**src/rtl/core/pcmdd_pkg.sv**
```systemverilog
`timescale 1ns / 1ps

package pcmdd_pkg;

    localparam int MAX_CHANNELS_DEF = 16;

    localparam int BYTE_W     = 8;
    localparam int SAMPLE_W   = 32;
    localparam int INDEX_W    = 32;
    localparam int FMT_W      = 3;
    localparam int CHANS_W    = 5;
    localparam int LIMIT_W    = 32;
    localparam int CFG_IDX_W  = 2;
    localparam int CFG_DATA_W = 32;

    // sample format codes
    localparam logic [FMT_W-1:0] FMT_U8  = 3'd0;
    localparam logic [FMT_W-1:0] FMT_S16 = 3'd1;
    localparam logic [FMT_W-1:0] FMT_S24 = 3'd2;
    localparam logic [FMT_W-1:0] FMT_S32 = 3'd3;
    localparam logic [FMT_W-1:0] FMT_F32 = 3'd4;

    // register indexes
    localparam logic [CFG_IDX_W-1:0] REG_FORMAT   = 2'd0;
    localparam logic [CFG_IDX_W-1:0] REG_CHANNELS = 2'd1;
    localparam logic [CFG_IDX_W-1:0] REG_LIMIT    = 2'd2;

    typedef struct packed {
        logic [FMT_W-1:0]   fmt;
        logic [CHANS_W-1:0] chans;
        logic [LIMIT_W-1:0] limit;
    } pcmdd_cfg_t;

    typedef struct packed {
        logic clear;
        logic take_byte;
        logic load_raw;
        logic decode;
        logic accum;
        logic div_load;
        logic div_step;
        logic put;
    } pcmdd_cmd_t;

    typedef struct packed {
        logic restart;
        logic blocked;
        logic byte_final;
        logic chan_last;
        logic div_last;
        logic out_free;
    } pcmdd_status_t;

endpackage

```
**src/rtl/core/pcmdd_ctrl.sv**
```systemverilog
`timescale 1ns / 1ps

module pcmdd_ctrl import pcmdd_pkg::*; (
    input  logic          aclk,
    input  logic          aresetn,
    input  logic          s_tvalid,
    output logic          s_tready,
    input  pcmdd_status_t status,
    output pcmdd_cmd_t    cmd
);

    typedef enum logic [2:0] {
        ST_IDLE,
        ST_DEC,
        ST_ACC,
        ST_DIVL,
        ST_DIV,
        ST_PUT
    } state_t;

    state_t state_reg;
    state_t state_next;
    logic   s_fire;

    assign s_tready = (state_reg == ST_IDLE);
    assign s_fire   = s_tvalid && s_tready;

    always_comb begin
        cmd        = '0;
        state_next = state_reg;
        case (state_reg)
            ST_IDLE: begin
                if (s_fire) begin
                    if (status.restart) begin
                        cmd.clear = 1'b1;
                    end else if (!status.blocked) begin
                        if (status.byte_final) begin
                            cmd.load_raw = 1'b1;
                            state_next   = ST_DEC;
                        end else begin
                            cmd.take_byte = 1'b1;
                        end
                    end
                end
            end
            ST_DEC: begin
                cmd.decode = 1'b1;
                state_next = ST_ACC;
            end
            ST_ACC: begin
                cmd.accum  = 1'b1;
                state_next = status.chan_last ? ST_DIVL : ST_IDLE;
            end
            ST_DIVL: begin
                cmd.div_load = 1'b1;
                state_next   = ST_DIV;
            end
            ST_DIV: begin
                cmd.div_step = 1'b1;
                if (status.div_last) begin
                    state_next = ST_PUT;
                end
            end
            ST_PUT: begin
                if (status.out_free) begin
                    cmd.put    = 1'b1;
                    state_next = ST_IDLE;
                end
            end
            default: begin
                state_next = ST_IDLE;
            end
        endcase
    end

    always_ff @(posedge aclk) begin
        if (!aresetn) begin
            state_reg <= ST_IDLE;
        end else begin
            state_reg <= state_next;
        end
    end

endmodule

```
**src/rtl/core/pcmdd_datapath.sv**
```systemverilog
`timescale 1ns / 1ps

module pcmdd_datapath import pcmdd_pkg::*; #(
    parameter int MAX_CHANNELS = MAX_CHANNELS_DEF
) (
    input  logic                        aclk,
    input  logic                        aresetn,
    input  pcmdd_cfg_t                  cfg,
    input  pcmdd_cmd_t                  cmd,
    output pcmdd_status_t               status,
    input  logic [BYTE_W-1:0]           s_tdata,
    input  logic                        s_tuser,
    output logic                        m_tvalid,
    input  logic                        m_tready,
    output logic [SAMPLE_W+INDEX_W-1:0] m_tdata,
    output logic                        m_tlast
);

    localparam int SUM_W = SAMPLE_W + $clog2(MAX_CHANNELS);
    localparam int CHP_W = (MAX_CHANNELS > 16) ? CHANS_W :
                           ((MAX_CHANNELS > 1) ? $clog2(MAX_CHANNELS) : 1);
    localparam int CNT_W = $clog2(SUM_W);

    // progress
    logic [1:0]                  pos_reg, pos_next;
    logic [23:0]                 partial_reg, partial_next;
    logic [CHP_W-1:0]            ch_pos_reg, ch_pos_next;
    logic signed [SUM_W-1:0]     sum_reg, sum_next;
    logic [INDEX_W-1:0]          frame_count_reg, frame_count_next;
    logic                        finished_reg, finished_next;
    // sample pipeline
    logic [SAMPLE_W-1:0]         raw_reg, raw_next;
    logic signed [SAMPLE_W-1:0]  sample_reg, sample_next;
    // divider
    logic [CHANS_W-1:0]          rem_reg, rem_next;
    logic [SUM_W-1:0]            quot_reg, quot_next;
    logic                        neg_reg, neg_next;
    logic [CNT_W-1:0]            cnt_reg, cnt_next;
    // output stage
    logic                        out_valid_reg, out_valid_next;
    logic [SAMPLE_W-1:0]         out_sample_reg, out_sample_next;
    logic [INDEX_W-1:0]          out_index_reg, out_index_next;
    logic                        out_last_reg, out_last_next;

    logic [FMT_W-1:0]            fmt_code;
    logic [1:0]                  bytes_m1;
    logic [CHANS_W-1:0]          active;
    logic [SAMPLE_W-1:0]         byte_sh;
    logic [SUM_W-1:0]            sum_abs;
    logic [CHANS_W+1:0]          trial;
    logic [INDEX_W-1:0]          fc_inc;

    // float32 conversion
    logic [7:0]                  fl_exp;
    logic [23:0]                 fl_man;
    logic [2:0]                  fl_lsh;
    logic [4:0]                  fl_rsh;
    logic [23:0]                 fl_t;
    logic [30:0]                 fl_mag;
    logic [SAMPLE_W-1:0]         fl_val;
    logic [7:0]                  u8_ofs;

    assign fmt_code = (cfg.fmt > FMT_F32) ? FMT_S16 : cfg.fmt;

    always_comb begin
        case (fmt_code)
            FMT_U8:  bytes_m1 = 2'd0;
            FMT_S16: bytes_m1 = 2'd1;
            FMT_S24: bytes_m1 = 2'd2;
            default: bytes_m1 = 2'd3;
        endcase
    end

    always_comb begin
        if (cfg.chans == '0) begin
            active = CHANS_W'(1);
        end else if (32'(cfg.chans) > 32'(MAX_CHANNELS)) begin
            active = CHANS_W'(MAX_CHANNELS);
        end else begin
            active = cfg.chans;
        end
    end

    assign status.restart    = s_tuser;
    assign status.blocked    = finished_reg || (frame_count_reg >= cfg.limit);
    assign status.byte_final = (pos_reg >= bytes_m1);
    assign status.chan_last  = ((6'(ch_pos_reg) + 6'd1) >= {1'b0, active});
    assign status.div_last   = (cnt_reg == '0);
    assign status.out_free   = !out_valid_reg || m_tready;

    assign byte_sh = SAMPLE_W'(s_tdata) << {pos_reg, 3'b000};

    // IEEE single to Q1.30, round half away from zero
    always_comb begin
        fl_exp = raw_reg[30:23];
        fl_man = {1'b1, raw_reg[22:0]};
        fl_lsh = 3'(fl_exp - 8'd120);
        fl_rsh = 5'(8'd119 - fl_exp);
        fl_t   = fl_man >> fl_rsh;
        if (fl_exp == 8'hFF || fl_exp == 8'h00) begin
            fl_mag = '0;
        end else if (fl_exp >= 8'd127) begin
            fl_mag = 31'h4000_0000;
        end else if (fl_exp >= 8'd120) begin
            fl_mag = 31'(31'(fl_man) << fl_lsh);
        end else if (fl_exp >= 8'd96) begin
            fl_mag = 31'((25'(fl_t) + 25'd1) >> 1);
        end else begin
            fl_mag = '0;
        end
        fl_val = raw_reg[31] ? (SAMPLE_W'(0) - {1'b0, fl_mag}) : {1'b0, fl_mag};
    end

    assign u8_ofs = raw_reg[7:0] ^ 8'h80;

    always_comb begin
        case (fmt_code)
            FMT_U8:  sample_next = {u8_ofs[7], u8_ofs, 23'd0};
            FMT_S16: sample_next = {raw_reg[15], raw_reg[15:0], 15'd0};
            FMT_S24: sample_next = {raw_reg[23], raw_reg[23:0], 7'd0};
            FMT_S32: sample_next = {raw_reg[31], raw_reg[31:1]};
            default: sample_next = fl_val;
        endcase
    end

    assign sum_abs = sum_reg[SUM_W-1] ? SUM_W'(-sum_reg) : SUM_W'(sum_reg);
    assign trial   = {1'b0, rem_reg, quot_reg[SUM_W-1]} - {2'b00, active};
    assign fc_inc  = frame_count_reg + INDEX_W'(1);

    always_comb begin
        pos_next         = pos_reg;
        partial_next     = partial_reg;
        ch_pos_next      = ch_pos_reg;
        sum_next         = sum_reg;
        frame_count_next = frame_count_reg;
        finished_next    = finished_reg;
        raw_next         = raw_reg;
        rem_next         = rem_reg;
        quot_next        = quot_reg;
        neg_next         = neg_reg;
        cnt_next         = cnt_reg;
        out_valid_next   = out_valid_reg && !m_tready;
        out_sample_next  = out_sample_reg;
        out_index_next   = out_index_reg;
        out_last_next    = out_last_reg;

        if (cmd.clear) begin
            pos_next         = '0;
            partial_next     = '0;
            ch_pos_next      = '0;
            sum_next         = '0;
            frame_count_next = '0;
            finished_next    = 1'b0;
        end
        if (cmd.take_byte) begin
            partial_next = partial_reg | byte_sh[23:0];
            pos_next     = pos_reg + 2'd1;
        end
        if (cmd.load_raw) begin
            raw_next     = {8'd0, partial_reg} | byte_sh;
            pos_next     = '0;
            partial_next = '0;
        end
        if (cmd.accum) begin
            sum_next = sum_reg + SUM_W'(sample_reg);
            if (!status.chan_last) begin
                ch_pos_next = ch_pos_reg + CHP_W'(1);
            end
        end
        if (cmd.div_load) begin
            quot_next   = sum_abs;
            neg_next    = sum_reg[SUM_W-1];
            rem_next    = '0;
            cnt_next    = CNT_W'(SUM_W - 1);
            sum_next    = '0;
            ch_pos_next = '0;
        end
        if (cmd.div_step) begin
            if (!trial[CHANS_W+1]) begin
                rem_next = trial[CHANS_W-1:0];
            end else begin
                rem_next = {rem_reg[CHANS_W-2:0], quot_reg[SUM_W-1]};
            end
            quot_next = {quot_reg[SUM_W-2:0], !trial[CHANS_W+1]};
            cnt_next  = cnt_reg - CNT_W'(1);
        end
        if (cmd.put) begin
            out_valid_next   = 1'b1;
            out_sample_next  = neg_reg ? (SAMPLE_W'(0) - quot_reg[SAMPLE_W-1:0])
                                       : quot_reg[SAMPLE_W-1:0];
            out_index_next   = frame_count_reg;
            out_last_next    = (fc_inc >= cfg.limit);
            frame_count_next = fc_inc;
            if (fc_inc >= cfg.limit) begin
                finished_next = 1'b1;
            end
        end
    end

    always_ff @(posedge aclk) begin
        if (!aresetn) begin
            pos_reg         <= '0;
            partial_reg     <= '0;
            ch_pos_reg      <= '0;
            sum_reg         <= '0;
            frame_count_reg <= '0;
            finished_reg    <= 1'b0;
            cnt_reg         <= '0;
            out_valid_reg   <= 1'b0;
        end else begin
            pos_reg         <= pos_next;
            partial_reg     <= partial_next;
            ch_pos_reg      <= ch_pos_next;
            sum_reg         <= sum_next;
            frame_count_reg <= frame_count_next;
            finished_reg    <= finished_next;
            cnt_reg         <= cnt_next;
            out_valid_reg   <= out_valid_next;
        end
    end

    always_ff @(posedge aclk) begin
        raw_reg <= raw_next;
        if (cmd.decode) begin
            sample_reg <= sample_next;
        end
        rem_reg        <= rem_next;
        quot_reg       <= quot_next;
        neg_reg        <= neg_next;
        out_sample_reg <= out_sample_next;
        out_index_reg  <= out_index_next;
        out_last_reg   <= out_last_next;
    end

    assign m_tvalid = out_valid_reg;
    assign m_tdata  = {out_index_reg, out_sample_reg};
    assign m_tlast  = out_last_reg;

    // a waiting result is never overwritten
    a_put_free: assert property (@(posedge aclk) disable iff (!aresetn)
        cmd.put |-> (!out_valid_reg || m_tready))
        else $error("result register overwritten");

    a_put_shows: assert property (@(posedge aclk) disable iff (!aresetn)
        cmd.put |=> out_valid_reg)
        else $error("result not presented after put");

    a_clear: assert property (@(posedge aclk) disable iff (!aresetn)
        cmd.clear |=> (frame_count_reg == '0 && !finished_reg && pos_reg == '0))
        else $error("restart left progress behind");

    a_finished_holds: assert property (@(posedge aclk) disable iff (!aresetn)
        (finished_reg && !cmd.clear) |=> finished_reg)
        else $error("finished flag dropped without restart");

endmodule

```
**src/rtl/core/pcm_sample_decode_downmix.sv**
```systemverilog
`timescale 1ns / 1ps
// Channel   Dir  Handshake            Payload
// s_        in   s_tvalid/s_tready    s_tdata: data_byte[7:0]; s_tuser: restart
// m_        out  m_tvalid/m_tready    m_tdata: mono_sample[31:0], frame_index[63:32];
//                                     m_tlast: last_frame
// cfg_      in   cfg_valid/cfg_ready  cfg_index (0 format, 1 channels, 2 frame limit),
//                                     cfg_data
//
// A byte that does not complete a sample is only stored. A byte that completes a
// sample is assembled, converted and accumulated in turn; no new byte is taken
// meanwhile. Frame completion adds divider load, division and put: the channel
// average comes from a restoring divider that resolves one quotient bit per cycle.
// Reset is synchronous and clears progress and the result register; the
// configuration returns to signed 16-bit, one channel, frame limit 0.
// One result register sits on the output; bytes keep being accepted while it
// waits, and a finished frame holds in the controller until that register frees.

module pcm_sample_decode_downmix import pcmdd_pkg::*; #(
    parameter int MAX_CHANNELS = MAX_CHANNELS_DEF
) (
    input  logic                        aclk,
    input  logic                        aresetn,
    // input beats
    input  logic                        s_tvalid,
    output logic                        s_tready,
    input  logic [BYTE_W-1:0]           s_tdata,   // data_byte[7:0]
    input  logic                        s_tuser,   // restart
    // result beats
    output logic                        m_tvalid,
    input  logic                        m_tready,
    output logic [SAMPLE_W+INDEX_W-1:0] m_tdata,   // mono_sample[31:0], frame_index[63:32]
    output logic                        m_tlast,   // last_frame
    // register writes
    input  logic                        cfg_valid,
    output logic                        cfg_ready,
    input  logic [CFG_IDX_W-1:0]        cfg_index,
    input  logic [CFG_DATA_W-1:0]       cfg_data
);

    pcmdd_cfg_t    cfg_reg;
    pcmdd_cfg_t    cfg_next;
    pcmdd_cmd_t    cmd;
    pcmdd_status_t status;

    // register file: always ready, unknown indexes dropped
    assign cfg_ready = 1'b1;

    always_comb begin
        cfg_next = cfg_reg;
        if (cfg_valid && cfg_ready) begin
            case (cfg_index)
                REG_FORMAT:   cfg_next.fmt   = cfg_data[FMT_W-1:0];
                REG_CHANNELS: cfg_next.chans = cfg_data[CHANS_W-1:0];
                REG_LIMIT:    cfg_next.limit = cfg_data[LIMIT_W-1:0];
                default:      cfg_next = cfg_reg;
            endcase
        end
    end

    always_ff @(posedge aclk) begin
        if (!aresetn) begin
            cfg_reg.fmt   <= FMT_S16;
            cfg_reg.chans <= CHANS_W'(1);
            cfg_reg.limit <= '0;
        end else begin
            cfg_reg <= cfg_next;
        end
    end

    // sequencing of byte capture, conversion, accumulation and division
    pcmdd_ctrl u_ctrl (
        .aclk     (aclk),
        .aresetn  (aresetn),
        .s_tvalid (s_tvalid),
        .s_tready (s_tready),
        .status   (status),
        .cmd      (cmd)
    );

    // sample assembly, format conversion, channel sum, divider, result register
    pcmdd_datapath #(
        .MAX_CHANNELS (MAX_CHANNELS)
    ) u_datapath (
        .aclk     (aclk),
        .aresetn  (aresetn),
        .cfg      (cfg_reg),
        .cmd      (cmd),
        .status   (status),
        .s_tdata  (s_tdata),
        .s_tuser  (s_tuser),
        .m_tvalid (m_tvalid),
        .m_tready (m_tready),
        .m_tdata  (m_tdata),
        .m_tlast  (m_tlast)
    );

endmodule
```
**config.mk**
```make
export PLATFORM = sky130hd
export DESIGN_NAME = pcm_sample_decode_downmix
export DESIGN_NICKNAME = d
export VERILOG_FILES = /design/src/rtl/core/pcmdd_pkg.sv /design/src/rtl/core/pcmdd_ctrl.sv /design/src/rtl/core/pcmdd_datapath.sv /design/src/rtl/core/pcm_sample_decode_downmix.sv
export SDC_FILE = /design/constraint.sdc
export NUM_CORES = 1
export LEC_CHECK = 0
export BUFFER_PORTS_ARGS = -buffer_cell sky130_fd_sc_hd__buf_2
export CORE_MARGIN = 5
export CORE_UTILIZATION = 45
export DETAILED_ROUTE_END_ITERATION = 10
export GPL_ROUTABILITY_DRIVEN = 0
export PLACE_DENSITY = 0.65
export RECOVER_POWER = 50
export SKIP_LAST_GASP = 1
export SYNTH_ARGS = -nofsm -noshare
export SYNTH_HDL_FRONTEND = slang
export SYNTH_SLANG_ARGS = --single-unit
```
**constraint.sdc**
```tcl
create_clock -name aclk -period 5.6 [get_ports aclk]
set_input_delay 0 -clock aclk [delete_from_list [all_inputs] [get_ports aclk]]
set_output_delay 0 -clock aclk [all_outputs]
set_load 0.02 [all_outputs]
```
* After elaboration in Yosys (flattened, before gate mapping) *
Cells that the tools add are included.

word-level totals
  register bits after elaboration = 320
  input port bits = 48
  output and inout port bits = 68

operators by class
  $add $sub $neg = 13
  magnitude comparators = 9
  equality and inequality tests = 17
  shift-type cells = 3
  multiplexer cells = 55
  bitwise gates (word level) = 4
  reduce and logical (&&, ||, !) cells = 24

operator list
  operator                                                               number
  36-bit 2-to-1 mux                                                      5
  32-bit 2-to-1 mux                                                      4
  32-bit one-hot mux with 4 select lines                                 1
  31-bit 2-to-1 mux                                                      3
  32-bit >= comparator                                                   2
  24-bit 2-to-1 mux                                                      2
  36-bit by 32-bit adder with 36-bit output                              1
  36-bit negator                                                         1
  32-bit by 1-bit adder with 32-bit output, second input constant        1
  24-bit by 32-bit bitwise OR with 32-bit output                         1
  8-bit by 5-bit left shift with 32-bit output                           1
  1-bit by 31-bit subtractor with 32-bit output, first input constant    1
  1-bit by 32-bit subtractor with 32-bit output, first input constant    1
  24-bit by 3-bit left shift with 31-bit output                          1
  30-bit 2-to-1 mux                                                      1
  3-bit 2-to-1 mux                                                       9
  24-bit by 1-bit adder with 25-bit output, second input constant        1
  5-bit 2-to-1 mux                                                       5
  8-bit by 7-bit >= comparator with 1-bit output, second input constant  3
  24-bit bitwise OR                                                      1
  24-bit by 5-bit right shift with 24-bit output                         1
  3-bit one-hot mux with 6 select lines                                  1
  1-bit 2-to-1 mux                                                       13
  3-bit by 2-bit == test with 1-bit output, second input constant        4
  other kinds (34)                                                       61

* Depth between registers and ports, before layout *
  depth after elaboration = 13
  mapped depth = 25
  depth with buffers taken out = 24

* By module *
Synthesis repeated with hierarchy kept, for this count alone.

second synthesis, totals
  cells, all modules = 2296
  area total of the unflattened synthesis = 21114.0 sq um

by module, submodules not included
  module                     instances  cells an instance  area each (sq um)  seq. area each (sq um)
  pcmdd_datapath             1          2092               19249.7            7257.0
  pcm_sample_decode_downmix  1          170                1601.5             800.8
  pcmdd_ctrl                 1          34                 262.8              60.1

* Worst setup path after synthesis *
No wires, ideal clock.

  path kind = register -> register
  from = register u_datapath.frame_count_reg[0]
  to = register u_datapath.raw_reg[0] (enable)
  arrival = 4.800 ns
  path slack = 0.339 ns
  stages on the path, launching flop included = 14
  path buffers = 0
  clock period less this slack = 5.261 ns
  cell sequence = dfxtp_1 inv_1 ha_1 nand2b_1 a21o_1 a21o_1 a21o_1 a21o_1 a21o_1 a21o_1 a21o_1 a2111o_1 a21o_1 nor3_1

RTL lines
  what                    line                   text
  from (decl)             pcmdd_datapath.sv:29   logic [INDEX_W-1:0] frame_count_reg, frame_count_next;
  from (signal assigned)  pcmdd_datapath.sv:215  frame_count_reg <= frame_count_next;
  to (signal assigned)    pcmdd_datapath.sv:223  raw_reg <= raw_next;
  to (decl)               pcmdd_datapath.sv:32   logic [SAMPLE_W-1:0] raw_reg, raw_next;

* Final worst setup path *
  from = register u_datapath.raw_reg[24]
  to = register u_datapath.sample_reg[23] (data pin)

between the ends
  cells in the longest elaborated chain, start to end = 10

ends and longest elaborated chain
  what                                            line                   text
  5-bit subtractor                                pcmdd_datapath.sv:98   fl_rsh = 5'(8'd119 - fl_exp);
  24-bit by 5-bit right shift with 24-bit output  pcmdd_datapath.sv:99   fl_t = fl_man >> fl_rsh;
  24-bit by 1-bit adder with 25-bit output        pcmdd_datapath.sv:107  fl_mag = 31'((25'(fl_t) + 25'd1) >> 1);
  30-bit 2-to-1 mux                               pcmdd_datapath.sv:106  end else if (fl_exp >= 8'd96) begin
  31-bit 2-to-1 mux                               pcmdd_datapath.sv:104  end else if (fl_exp >= 8'd120) begin
  31-bit 2-to-1 mux                               pcmdd_datapath.sv:102  end else if (fl_exp >= 8'd127) begin
  31-bit 2-to-1 mux                               pcmdd_datapath.sv:100  if (fl_exp == 8'hFF || fl_exp == 8'h00) begin
  1-bit by 31-bit subtractor with 32-bit output   pcmdd_datapath.sv:111  fl_val = raw_reg[31] ? (SAMPLE_W'(0) - {1'b0, fl_mag}) : {1'b0, fl_mag};
  32-bit 2-to-1 mux                               pcmdd_datapath.sv:111
  32-bit one-hot mux with 4 select lines (*)      pcmdd_datapath.sv:117  case (fmt_code)
  named net u_datapath.sample_next[23]            pcmdd_datapath.sv:33   logic signed [SAMPLE_W-1:0] sample_reg, sample_next;
  to (signal assigned)                            pcmdd_datapath.sv:225  sample_reg <= sample_next;
  to (decl)                                       pcmdd_datapath.sv:33

Mark *: on every way through the listed nets, which the timed path passes. The rest lies on a longest branch.
A chain may end at the register's enable or synchronous reset.

==> key figures <==
Worst setup path
  – Crit path largest cell delay: 0.61 ns
  – Worst path cell trace: buf_12 -> mux2_2 -> mux4_2 -> a222oi_1 -> inv_1 -> ha_1 -> nand2_1 -> nor3_1 -> o32ai_1 -> nor3_1 -> mux2i_1 -> and2_1 -> nand3_2 -> nor4_4 -> a31oi_1 -> xnor2_1 -> o221ai_1
  – CP Capture Type: flop
  – Most used cell, CP: nor3_1
  – Arr. time, crit path: 5.46 ns
  – CP Max Fanout: 52
  – RR Endpoint: u_datapath.sample_reg[23]$_DFFE_PP_
  – Worst EP required: 5.81 ns
  – CP startpoint kind: flop
  – CP max-delay cell: nor4_4
  – R2r startpoint: u_datapath.raw_reg[24]$_SDFFCE_PN0P_
  – Worst reg-to-reg path cell count: 17
  – Critical setup path kind: flop to flop
  – Register-to-Register Setup Slack: 0.35 ns

Finish
  – Layout cell share with drive strength beyond 1: 0.08514
  – Most common cell after layout, fill and taps aside: nand2_1
  – N_diodes: 0
  – Fin nets: 2634
  – Final Cell Area: 0.02390 mm²
  – Commonest cells after routing, fill and taps aside: nand2_1, nor2_1, edfxtp_1
  – Largest register FFs: 40
  – Layout area overhead: 12.41%

STA
  – Setup-failing EPs final: 0
  – Worst Tran Pin Value: 3.138 ns
  – Fin Setup TNS: 0 ns
  – Max Slew Vio Count: 278
  – Final period util: 0.9383
  – Max-slew headroom: -1.092
  – Fin Clk Skew: 0.02226 ns
  – Unrepaired setup endpoints after global routing: false
  – Achievable Freq: 190.3 MHz
  – Min cycle time layout: 5.255 ns
  – Setup WS post-layout: 0.3453 ns
  – Final hold viol count: 0

Clocking
  – Post-CTS Setup Repair Bufs: 0
  – CTS tree: built
  – H-tree lvl count: 2
  – Clock latency on the worst-skew pair: 0.55 ns
  – Reg clk slew, reported paths: 0.06 ns
  – TritonCTS Buffers: 38
  – CTS root buf: clkbuf_16
  – Clk sink count: 320
  – Bufs on Longest Clock Path: 3

GRT
  – GR Util All Layers: 0.2151
  – Global-route wire length before repair: 91440 µm
  – Largest net degree at the start of global routing: 73
  – Vias in the first global route: 17190
  – Initial antenna violation count: 0
  – Gr ovfl total: 0

Min path
  – Hold EP: cfg_reg[37]$_SDFFE_PN1P_
  – Worst min path class: input pin to flop
  – Hold path depth: 3
  – Hold_sp: cfg_valid

Detailed routing
  – Post-route ant nets: 0
  – Routed via count: 18278
  – First drt pass iteration count: 6
  – Routed WL: 57070 µm
  – Routed length per instance: 18.43 µm
  – Vias per cell: 5.902
  – Drc violations: 0
  – Drt first-iter violations: 1976

Power
  – Leakage: 9.325 nW
  – Net Sw Frac: 0.3371
  – Flop pwr share: 0.391
  – PwrDens: 308.2 mW/mm²
  – Comb power frac: 0.280
  – Psw: 2.483 mW
  – Maximum vdd drop: 171.2 µV
  – Clock power frac: 0.329
  – Cell Int Power: 4.882 mW

Yosys
  – Seq/Total Area, Yosys: 0.3819
  – Syn_nets: 2529
  – Ys async rst share: 0
  – Netlist cell types: 97
  – Yosys reg bits: 320
  – Mapped Cells: 2358
  – Post-synth EDFFs: 171
  – Yosys Warn Count: 0
  – Post-Syn Area: 0.02126 mm²
  – Synth Flop Type: edfxtp_1
  – Syn_area_per_cell: 9.015 µm²

Place
  – Cell Area, Placed: 0.02232 mm²
  – Port Buf Inserts: 114
  – Pre-CTS setup slack: 0.5233 ns
  – HPWL Detailed: 41510 µm

Die
  – DIE AREA: 0.05168 mm²
  – Core ar.: 0.04665 mm²
  – Initial core utilization: 0.4556
  – Die width: 227.3 µm
  – Core Rows: 79
  – # IOs: 116
  – Die height: 227.3 µm

Flow run
  – Max-cap violations: 5

Outcome
  – Outcome: finished with violations
  – Failing checks: max-capacitance violations, max-slew violations
==> cell families (layout without fill, tap and decap cells) <==
| kind of cell | count (synthesis) | after routing | synth area share |
|---|---|---|---|
| other cells | 1 | 1 | 0.0001764 |
| compound gates | 643 | 643 | 0.1970 |
| simple gates | 810 | 810 | 0.1884 |
| flops | 320 | 320 | 0.3819 |
| xor+xnor | 156 | 156 | 0.06428 |
| mux | 93 | 93 | 0.05356 |
| buf+inv | 212 | 344 | 0.04156 |
| fa+ha+maj | 123 | 123 | 0.07311 |
==> synth_stat cells (17+ instances only) <==
cell        n  area (µm²)
nand4_1    20       125.1
nand2_1   271        1017
ha_1      121        1514
xnor2_1    93       814.5
xor2_1     63       551.8
and3_1     32       200.2
nor2b_1    29       181.4
o21ai_0   144       720.7
a21o_1     76       570.6
nor2_1    177       664.4
edfxtp_1  171        5135
o22ai_1    17       106.4
a21oi_1   159       795.8
nor3_1     40       200.2
dfxtp_1   149        2983
o31ai_1    23       172.7
nand3_1    84       420.4
nor4_1     18       112.6
clkbuf_1  107       401.6
inv_1      81       304.0
or3_1      23       143.9
mux2i_1    59       590.6
nand2b_1   26       162.7
a22oi_1    52       390.4
==> layout make-up <==
type | instances | area, µm²
fillers | 4270 | 22760
multi-input cells | 1826 | 12300
flip-flops and latches | 320 | 8118
repair buffers | 192 | 1187
clock buffers | 53 | 1100
well taps | 607 | 759.5
inverters | 85 | 320.3
clock inverters | 14 | 111.4
==> per-stage QoR <==
step / util / cells / power, mW / hold WS [ns]
after global routing: 0.5122 / 3097 / 7.736 / 0.05077
after floorplan: - / 2358 / 4.392 / 0.1251
after CTS: 0.5141 / 3097 / 7.382 / 0.008528
after detailed placement: 0.4785 / 2985 / 4.914 / 0.2462
after global placement: 0.4785 / 2985 / 4.872 / 0.2458
final: 0.5122 / 3097 / 7.365 / 0.03823
==> worst max-delay path: cells and delay by family, from the launching register on <==
kind	cells	cell delay, ns
DFF	1	0.37
and+or+nand+nor	6	1.26
buffers and inverters	2	0.37
adders and majority gates	1	0.30
muxes	3	1.18
AOI/OAI and AO/OA	4	1.19
xor gates and xnor gates	1	0.22
==> per-layer routing <==
| layer | wire, µm | up-vias | track usage |
|---|---|---|---|
| met1 | 25320 | 8622 | 0.2907 |
| met5 | 0 | - | 0 |
| met3 | 3498 | 139 | 0.03198 |
| met2 | 25790 | 618 | 0.3492 |
| li1 | - | 8899 | - |
| met4 | 2468 | 0 | 0.08623 |
==> worst max path at each step <==
stage               depth (start not counted)                                  end                                       start
global route                               24   u_datapath.finished_reg$_SDFF_PN0_  u_datapath.frame_count_reg[0]$_SDFFE_PN0P_
floorplan                                  13      u_datapath.raw_reg[0]$_DFFE_PP_  u_datapath.frame_count_reg[0]$_SDFFE_PN0P_
detailed placement                         23   u_datapath.finished_reg$_SDFF_PN0_  u_datapath.frame_count_reg[0]$_SDFFE_PN0P_
finish                                     17  u_datapath.sample_reg[23]$_DFFE_PP_        u_datapath.raw_reg[24]$_SDFFCE_PN0P_
CTS                                        23   u_datapath.finished_reg$_SDFF_PN0_  u_datapath.frame_count_reg[0]$_SDFFE_PN0P_
global placement                           24   u_datapath.finished_reg$_SDFF_PN0_  u_datapath.frame_count_reg[0]$_SDFFE_PN0P_
==> power groups by stage <==
stage	clock network, mW	logic [mW]	registers [mW]
4_1_cts	2.48	2.03	2.87
2_1_floorplan	0	1.58	2.81
6_report	2.43	2.06	2.88
3_3_place_gp	0	1.96	2.91
5_1_grt	2.58	2.26	2.90
3_5_place_dp	0	2.00	2.92
==> timing repair <==
item | CTS | global route
resized for setup | 0 | 2
hold buffers | 45 | 0
hold endpoints to repair | 115 | 0
setup endpoints to repair | 0 | 1
No activity file was read; power rests on OpenSTA's default activity.
